## src/rtl/b32e_pkg.sv

```systemverilog
// b32e_pkg: shared types and the symbol lookup for the base32 encoder
`default_nettype none
package b32e_pkg;

   localparam int unsigned ByteWidth   = 8;
   localparam int unsigned CharWidth   = 7;
   localparam int unsigned GroupWidth  = 5;
   localparam int unsigned PendWidth   = 4;
   localparam int unsigned PendCntW    = 3;
   localparam int unsigned MaxSymbols  = 3;
   localparam int unsigned SymCntW     = 2;
   localparam int unsigned NumLetters  = 26;

   typedef struct packed {
      logic [CharWidth-1:0] symbol_char;
      logic                 last_symbol;
   } sym_type;

   // everything one byte turns into, plus the carry left for the next byte
   typedef struct packed {
      logic [SymCntW-1:0]   count;
      sym_type [MaxSymbols-1:0] syms;
      logic [PendWidth-1:0] next_bits;
      logic [PendCntW-1:0]  next_count;
   } slice_type;

   // 5-bit group to ascii: A-Z then 2-7
   function automatic logic [CharWidth-1:0] group_to_char(input logic [GroupWidth-1:0] g);
      logic [CharWidth-1:0] c;
      if (g < GroupWidth'(NumLetters)) begin
         c = CharWidth'(8'h41) + CharWidth'(g);
      end else begin
         c = CharWidth'(8'h32) + CharWidth'(g - GroupWidth'(NumLetters));
      end
      return c;
   endfunction

endpackage
`default_nettype wire

```

## src/rtl/b32e_slicer.sv

```systemverilog
// b32e_slicer: cuts one byte plus pending bits into base32 symbols
`default_nettype none
module b32e_slicer (
   input  wire logic [b32e_pkg::ByteWidth-1:0] data_byte,
   input  wire logic                           end_of_message,
   input  wire logic [b32e_pkg::PendWidth-1:0] pend_bits,
   input  wire logic [b32e_pkg::PendCntW-1:0]  pend_count,
   output b32e_pkg::slice_type                 slice
);
   import b32e_pkg::*;

   localparam int unsigned WordW = ByteWidth + PendWidth;

   logic [WordW-1:0]      word;
   logic [WordW-1:0]      aligned;
   logic [PendCntW-1:0]   cnt;
   logic                  two_groups;
   logic [PendCntW-1:0]   rem;
   logic [PendWidth-1:0]  rem_mask;
   logic [GroupWidth-1:0] g0;
   logic [GroupWidth-1:0] g1;
   logic [GroupWidth-1:0] fill;

   always_comb begin
      cnt  = (pend_count > PendCntW'(PendWidth)) ? PendCntW'(PendWidth) : pend_count;
      word = {pend_bits, data_byte};
      // left-align the live bits so the first group always sits on top
      aligned = word << (PendCntW'(PendWidth) - cnt);
      g0 = aligned[WordW-1 -: GroupWidth];
      g1 = aligned[WordW-1-GroupWidth -: GroupWidth];
      two_groups = (cnt >= PendCntW'(2));
      // bits left after the full groups
      rem = two_groups ? PendCntW'(cnt - PendCntW'(2)) : PendCntW'(cnt + PendCntW'(3));
      rem_mask = PendWidth'((5'd1 << rem) - 5'd1);
      fill = two_groups ? {aligned[1:0], 3'b000} : g1;

      slice = '0;
      slice.syms[0].symbol_char = group_to_char(g0);
      slice.syms[1].symbol_char = group_to_char(two_groups ? g1 : fill);
      slice.syms[2].symbol_char = group_to_char(fill);
      if (!end_of_message) begin
         slice.count      = two_groups ? SymCntW'(2) : SymCntW'(1);
         slice.next_bits  = word[PendWidth-1:0] & rem_mask;
         slice.next_count = rem;
      end else if (two_groups) begin
         if (rem != '0) begin
            slice.count = SymCntW'(3);
            slice.syms[2].last_symbol = 1'b1;
         end else begin
            slice.count = SymCntW'(2);
            slice.syms[1].last_symbol = 1'b1;
         end
      end else begin
         // one full group always leaves three or four bits to fill
         slice.count = SymCntW'(2);
         slice.syms[1].last_symbol = 1'b1;
      end
   end

endmodule
`default_nettype wire

```

## src/rtl/base32_encoder.sv

```systemverilog
// base32_encoder: streaming unpadded base32 encoder top level
`default_nettype none
// Takes one message byte per transaction on req_ and gives base32 symbols as
// ascii characters (A-Z, 2-7, no padding) one per transaction on rsp_. A byte
// with req_tlast set closes the message: leftover bits are zero-filled into a
// final symbol and rsp_tlast marks the last symbol of the message. A byte
// makes one to three symbols, about 1.6 on average over a long message, and
// the single result channel moving one symbol per cycle, while rsp_tready does
// not hold it back, sets the rate. A byte is sliced in the cycle it
// is accepted into a small symbol stage; the next byte is taken in the cycle
// the stage hands its last symbol to the output register.
module base32_encoder (
   input  wire logic       clock,
   input  wire logic       reset,
   input  wire logic       req_tvalid,
   output logic            req_tready,
   input  wire logic [7:0] req_tdata,   // [7:0] data_byte
   input  wire logic       req_tlast,   // end_of_message
   output logic            rsp_tvalid,
   input  wire logic       rsp_tready,
   output logic [7:0]      rsp_tdata,   // [6:0] symbol_char, [7] zero
   output logic            rsp_tlast    // last_symbol
);
   import b32e_pkg::*;

   slice_type                slice;
   logic [PendWidth-1:0]     pend_bits_ff, pend_bits_in;
   logic [PendCntW-1:0]      pend_count_ff, pend_count_in;
   sym_type [MaxSymbols-1:0] stage_ff, stage_in;
   logic [SymCntW-1:0]       stage_cnt_ff, stage_cnt_in;
   sym_type                  out_ff, out_in;
   logic                     out_valid_ff, out_valid_in;
   logic                     accept;
   logic                     move;

   b32e_slicer u_slicer (
      .data_byte      (req_tdata),
      .end_of_message (req_tlast),
      .pend_bits      (pend_bits_ff),
      .pend_count     (pend_count_ff),
      .slice          (slice)
   );

   always_comb begin
      move       = (stage_cnt_ff != '0) && (!out_valid_ff || rsp_tready);
      req_tready = (stage_cnt_ff == '0) || ((stage_cnt_ff == SymCntW'(1)) && move);
      accept     = req_tvalid && req_tready;

      pend_bits_in  = pend_bits_ff;
      pend_count_in = pend_count_ff;
      stage_in      = stage_ff;
      stage_cnt_in  = stage_cnt_ff;
      out_in        = out_ff;
      out_valid_in  = out_valid_ff && !rsp_tready;

      if (move) begin
         out_in       = stage_ff[0];
         out_valid_in = 1'b1;
         stage_in[0]  = stage_ff[1];
         stage_in[1]  = stage_ff[2];
         stage_cnt_in = stage_cnt_ff - SymCntW'(1);
      end
      if (accept) begin
         stage_in      = slice.syms;
         stage_cnt_in  = slice.count;
         pend_bits_in  = slice.next_bits;
         pend_count_in = slice.next_count;
      end
   end

   always_ff @(posedge clock) begin
      if (reset) begin
         pend_bits_ff  <= '0;
         pend_count_ff <= '0;
         stage_cnt_ff  <= '0;
         out_valid_ff  <= 1'b0;
      end else begin
         pend_bits_ff  <= pend_bits_in;
         pend_count_ff <= pend_count_in;
         stage_cnt_ff  <= stage_cnt_in;
         out_valid_ff  <= out_valid_in;
      end
      stage_ff <= stage_in;
      out_ff   <= out_in;
   end

   assign rsp_tvalid = out_valid_ff;
   assign rsp_tdata  = {1'b0, out_ff.symbol_char};
   assign rsp_tlast  = out_ff.last_symbol;

endmodule
`default_nettype wire

```

## config.mk

```make
export PLATFORM = sky130hd
export DESIGN_NAME = base32_encoder
export DESIGN_NICKNAME = d
export VERILOG_FILES = /design/src/rtl/b32e_pkg.sv /design/src/rtl/b32e_slicer.sv /design/src/rtl/base32_encoder.sv
export SDC_FILE = /design/constraint.sdc
export NUM_CORES = 1
export LEC_CHECK = 0
export BUFFER_PORTS_ARGS = -buffer_cell sky130_fd_sc_hd__buf_2
export CAP_MARGIN = 20
export CORE_MARGIN = 5
export CORE_UTILIZATION = 60
export DETAILED_ROUTE_END_ITERATION = 10
export GPL_TIMING_DRIVEN = 0
export PLACE_DENSITY = 0.9
export RECOVER_POWER = 50
export SLEW_MARGIN = 10
export SYNTH_ARGS = -nofsm -noshare
export SYNTH_HDL_FRONTEND = slang
export SYNTH_SLANG_ARGS = --single-unit
```

## constraint.sdc

```tcl
create_clock -name clock -period 4.09 [get_ports clock]
set_input_delay 1.227 -clock clock [delete_from_list [all_inputs] [get_ports clock]]
set_output_delay 1.227 -clock clock [all_outputs]
set_load 0.1 [all_outputs]
```

==> results.cfg <==
[outcome]
status = finished clean

[synth]
synth_nets = 333
synth_top_family_by_area = simple AND/OR/NAND/NOR gates
seq_area_frac_synth_pct = 37.9
ys_seq_elements = 42
synthMuxAreaShare_pct = 10.7
async_reset_ff_share_pct = 0
synth_adder_area_share_pct = 6.17
synth_compound_area_share_pct = 16.7
synth-main-ff-cell = edfxtp_1
syn_area_per_cell_um2 = 9.97
synth_cell_types = 79
syn_area_um2 = 3040
synth_enable_flop_cells = 31
synth_xor_area_share_pct = 3.46
ys_warn_count = 0
synthCells = 305
synth-simple-area-share_pct = 19.4

[sta]
fin_tns_setup_ns = 0
finalHoldViolations = 0
tightest_slew_ns = 1.17
maxSlewViolCount = 0
rsz0062_at_grt = no
finalCritPeriodShare_pct = 87.9
slew-limit-headroom_pct = 22.3
max_freq_ghz = 0.278
setup_viol = 0
skew_ns = 0.00647
period_needed_ns = 3.60

[layout]
fin_nets = 363
drive_above_1_share_pct = 15.2
area_delta_synth_final_pct = 9.79
n_antenna_cell = 0
stdcell_count = 406

[setup_path]
cp_max_fo = 9
cp_cell_sequence = nor2b_2, buf_6, inv_4, ha_1, buf_4, xnor2_4, mux4_2, nor2_1, or2_1, buf_2, inv_2, a21oi_1, ha_1, and3_1, o22ai_1
regToRegStartpoint = pend_count_ff[0]
slowest_delay_ns = 0.54
crit_top_cell = ha_1
end_kind = flip-flop
cp_num_buf_inv = 5
arrival_ns = 3.73
cp_data_required_time_ns = 4.23
crit_family = buffers and inverters
reg2reg_to = stage_ff[21]
reg2regPathDepth = 15
slowest_stage = mux4_2
crit_type = flip-flop to flip-flop
rrSetupSlack_ns = 0.49
start_kind = flip-flop

[power_and_ir_drop]
p_per_area_nw_per_um2 = 892
p_leak_nw = 1.31
irDropWorstVdd_mv = 0.443

[cts]
cts_buffers = 5
cts_hold_buf = 0
cts-resized-gates = 0
cts_htree_levels = 2
clkTransAtPathRegs_ns = 0.08
clk_latency_ns = 0.30
postCtsSetupRepairBufs = 0
root_buffer = clkbuf_8
cts.sink_count = 42
cts_tree = built
clk_path_buf_depth = 2

[place]
portBuffers = 21
place.gp.congestion = 0.950
dp_cells = 397
hpwl_mm = 5.23

[global_routing]
grt_pass1_wl_mm = 11.5
grtUsageTotal_pct = 22.6
gr-total-overflow = 0
grt_pass1_vias = 2438
antenna_found_initial = 0
grt_start_max_net_pins = 18

[run]
max_cap_violations = 0

[floorplan]
die_area_um2 = 6590
core_area_um2 = 5010
die_h_um = 81.2
fp-row-count = 26
die_w_um = 81.2
start_util_pct = 60.7
io_pins = 24

[worst_hold_path]
min_delay_worst_endpoint = rsp_tdata[3]
hold_path_depth = 0
worstHoldStart = stage_ff[4]
min_path_type = flip-flop to flip-flop

[drt]
routed_wl_mm = 6.94
routed_via_density = 6.23
wl_per_cell_um = 17.1
drtIter0Drc = 180
firstDrtPassIters = 4
ant_nets = 0
vias = 2528
drc = 0
==> cell usage after synthesis, types with 7 or more instances <==
master     n  area (µm²)
edfxtp_1  31         931
nand2_1   25        93.8
nor2_1    22        82.6
a21oi_1   16        80.1
ha_1      15         188
inv_1     15        56.3
mux2i_1   14         140
dfxtp_1   11         220
clkbuf_1  10        37.5
o21ai_0   10        50.1
nand2b_1   8        50.1
nand3_1    7        35.0
==> per-stage QoR <==
stage                     setup slack [ns]  hold WS, ns  power [mW]  utilization [%]  cell area, µm²
final                                0.495        0.420        2.98             66.6            3340
after global routing                 0.290        0.432        3.17             66.6            3340
after CTS                            0.526        0.423        2.98             66.8            3350
after detailed placement             0.539        0.406        2.66             64.7            3240
after global placement               0.126        0.401        2.57             64.5            3230
after floorplan                      0.270        0.400        2.28                -            3040
==> placed cells by master (no fill, tap or decap), types with 3 or more instances in the layout <==
cell type and instances:
nor4_1 4, clkbuf_8 5, edfxtp_1 31, nand3_1 7, nor2_1 22, and2_1 4
ha_1 15, o21ai_0 10, dfxtp_1 11, mux4_2 6, nand2b_1 8, nor4b_1 4
a32o_1 3, a31oi_1 3, a211oi_1 3, nor3_1 5, a22oi_1 3, nand2_1 25
xnor2_1 5, clkbuf_1 22, buf_2 16, inv_1 15, a21oi_1 16, nor2b_1 4
buf_4 3, mux2i_1 14
==> how the worst max path moves through the flow <==
stage | startpoint | end | slack (ns) | cells after the start
after floorplan | rsp_tready | stage_ff[10] | 0.27 | 6
after global placement | rsp_tready | stage_ff[15] | 0.13 | 7
after detailed placement | rsp_tready | stage_ff[2] | 0.54 | 8
after CTS | pend_count_ff[0] | stage_ff[21] | 0.53 | 15
after global routing | pend_count_ff[0] | stage_ff[21] | 0.29 | 15
final | pend_count_ff[0] | stage_ff[21] | 0.49 | 15
==> routing by layer <==
metal  GRT usage [%]  vias up  wire (µm)
li1                -     1202          -
met1            29.4     1185       2870
met2            38.2      118       3420
met3            2.99       23        464
met4            8.45        0        189
met5               0        -          0
==> power by group <==
part           internal [mW]  switching [mW]  leakage, nW
clock network          0.180           0.139       0.0528
logic                  0.565            1.28        0.864
registers              0.748          0.0675        0.397
==> layout make-up <==
type	instances	area, µm²
Tap cell	70	87.6
Clock buffer	6	72.6
Clock inverter	2	33.8
Timing Repair Buffer	23	105
Multi-Input combinational cell	226	1720
Sequential cell	42	1150
Buffer	19	98.8
Inverter	18	70.1
Fill cell	418	1670
==> flip-flops by register name, indices dropped and copies added, names as in the netlist <==
register       count
stage_cnt_ff       2
rsp_tvalid         1
stage_ff          24
pend_bits_ff       4
pend_count_ff      3
rsp_tdata          7
rsp_tlast          1
==> cells by family (layout without fill, tap and decap cells) <==
kind of cell	Yosys count	count (layout)
AO/OA/AOI/OAI	69	69
XOR/XNOR	9	9
adder cells (fa/ha/maj)	15	15
buffers and inverters	37	68
flip-flops	42	42
multiplexers	24	24
other	1	1
AND/OR/NAND/NOR	108	108
(Power assumes the default switching activity.)
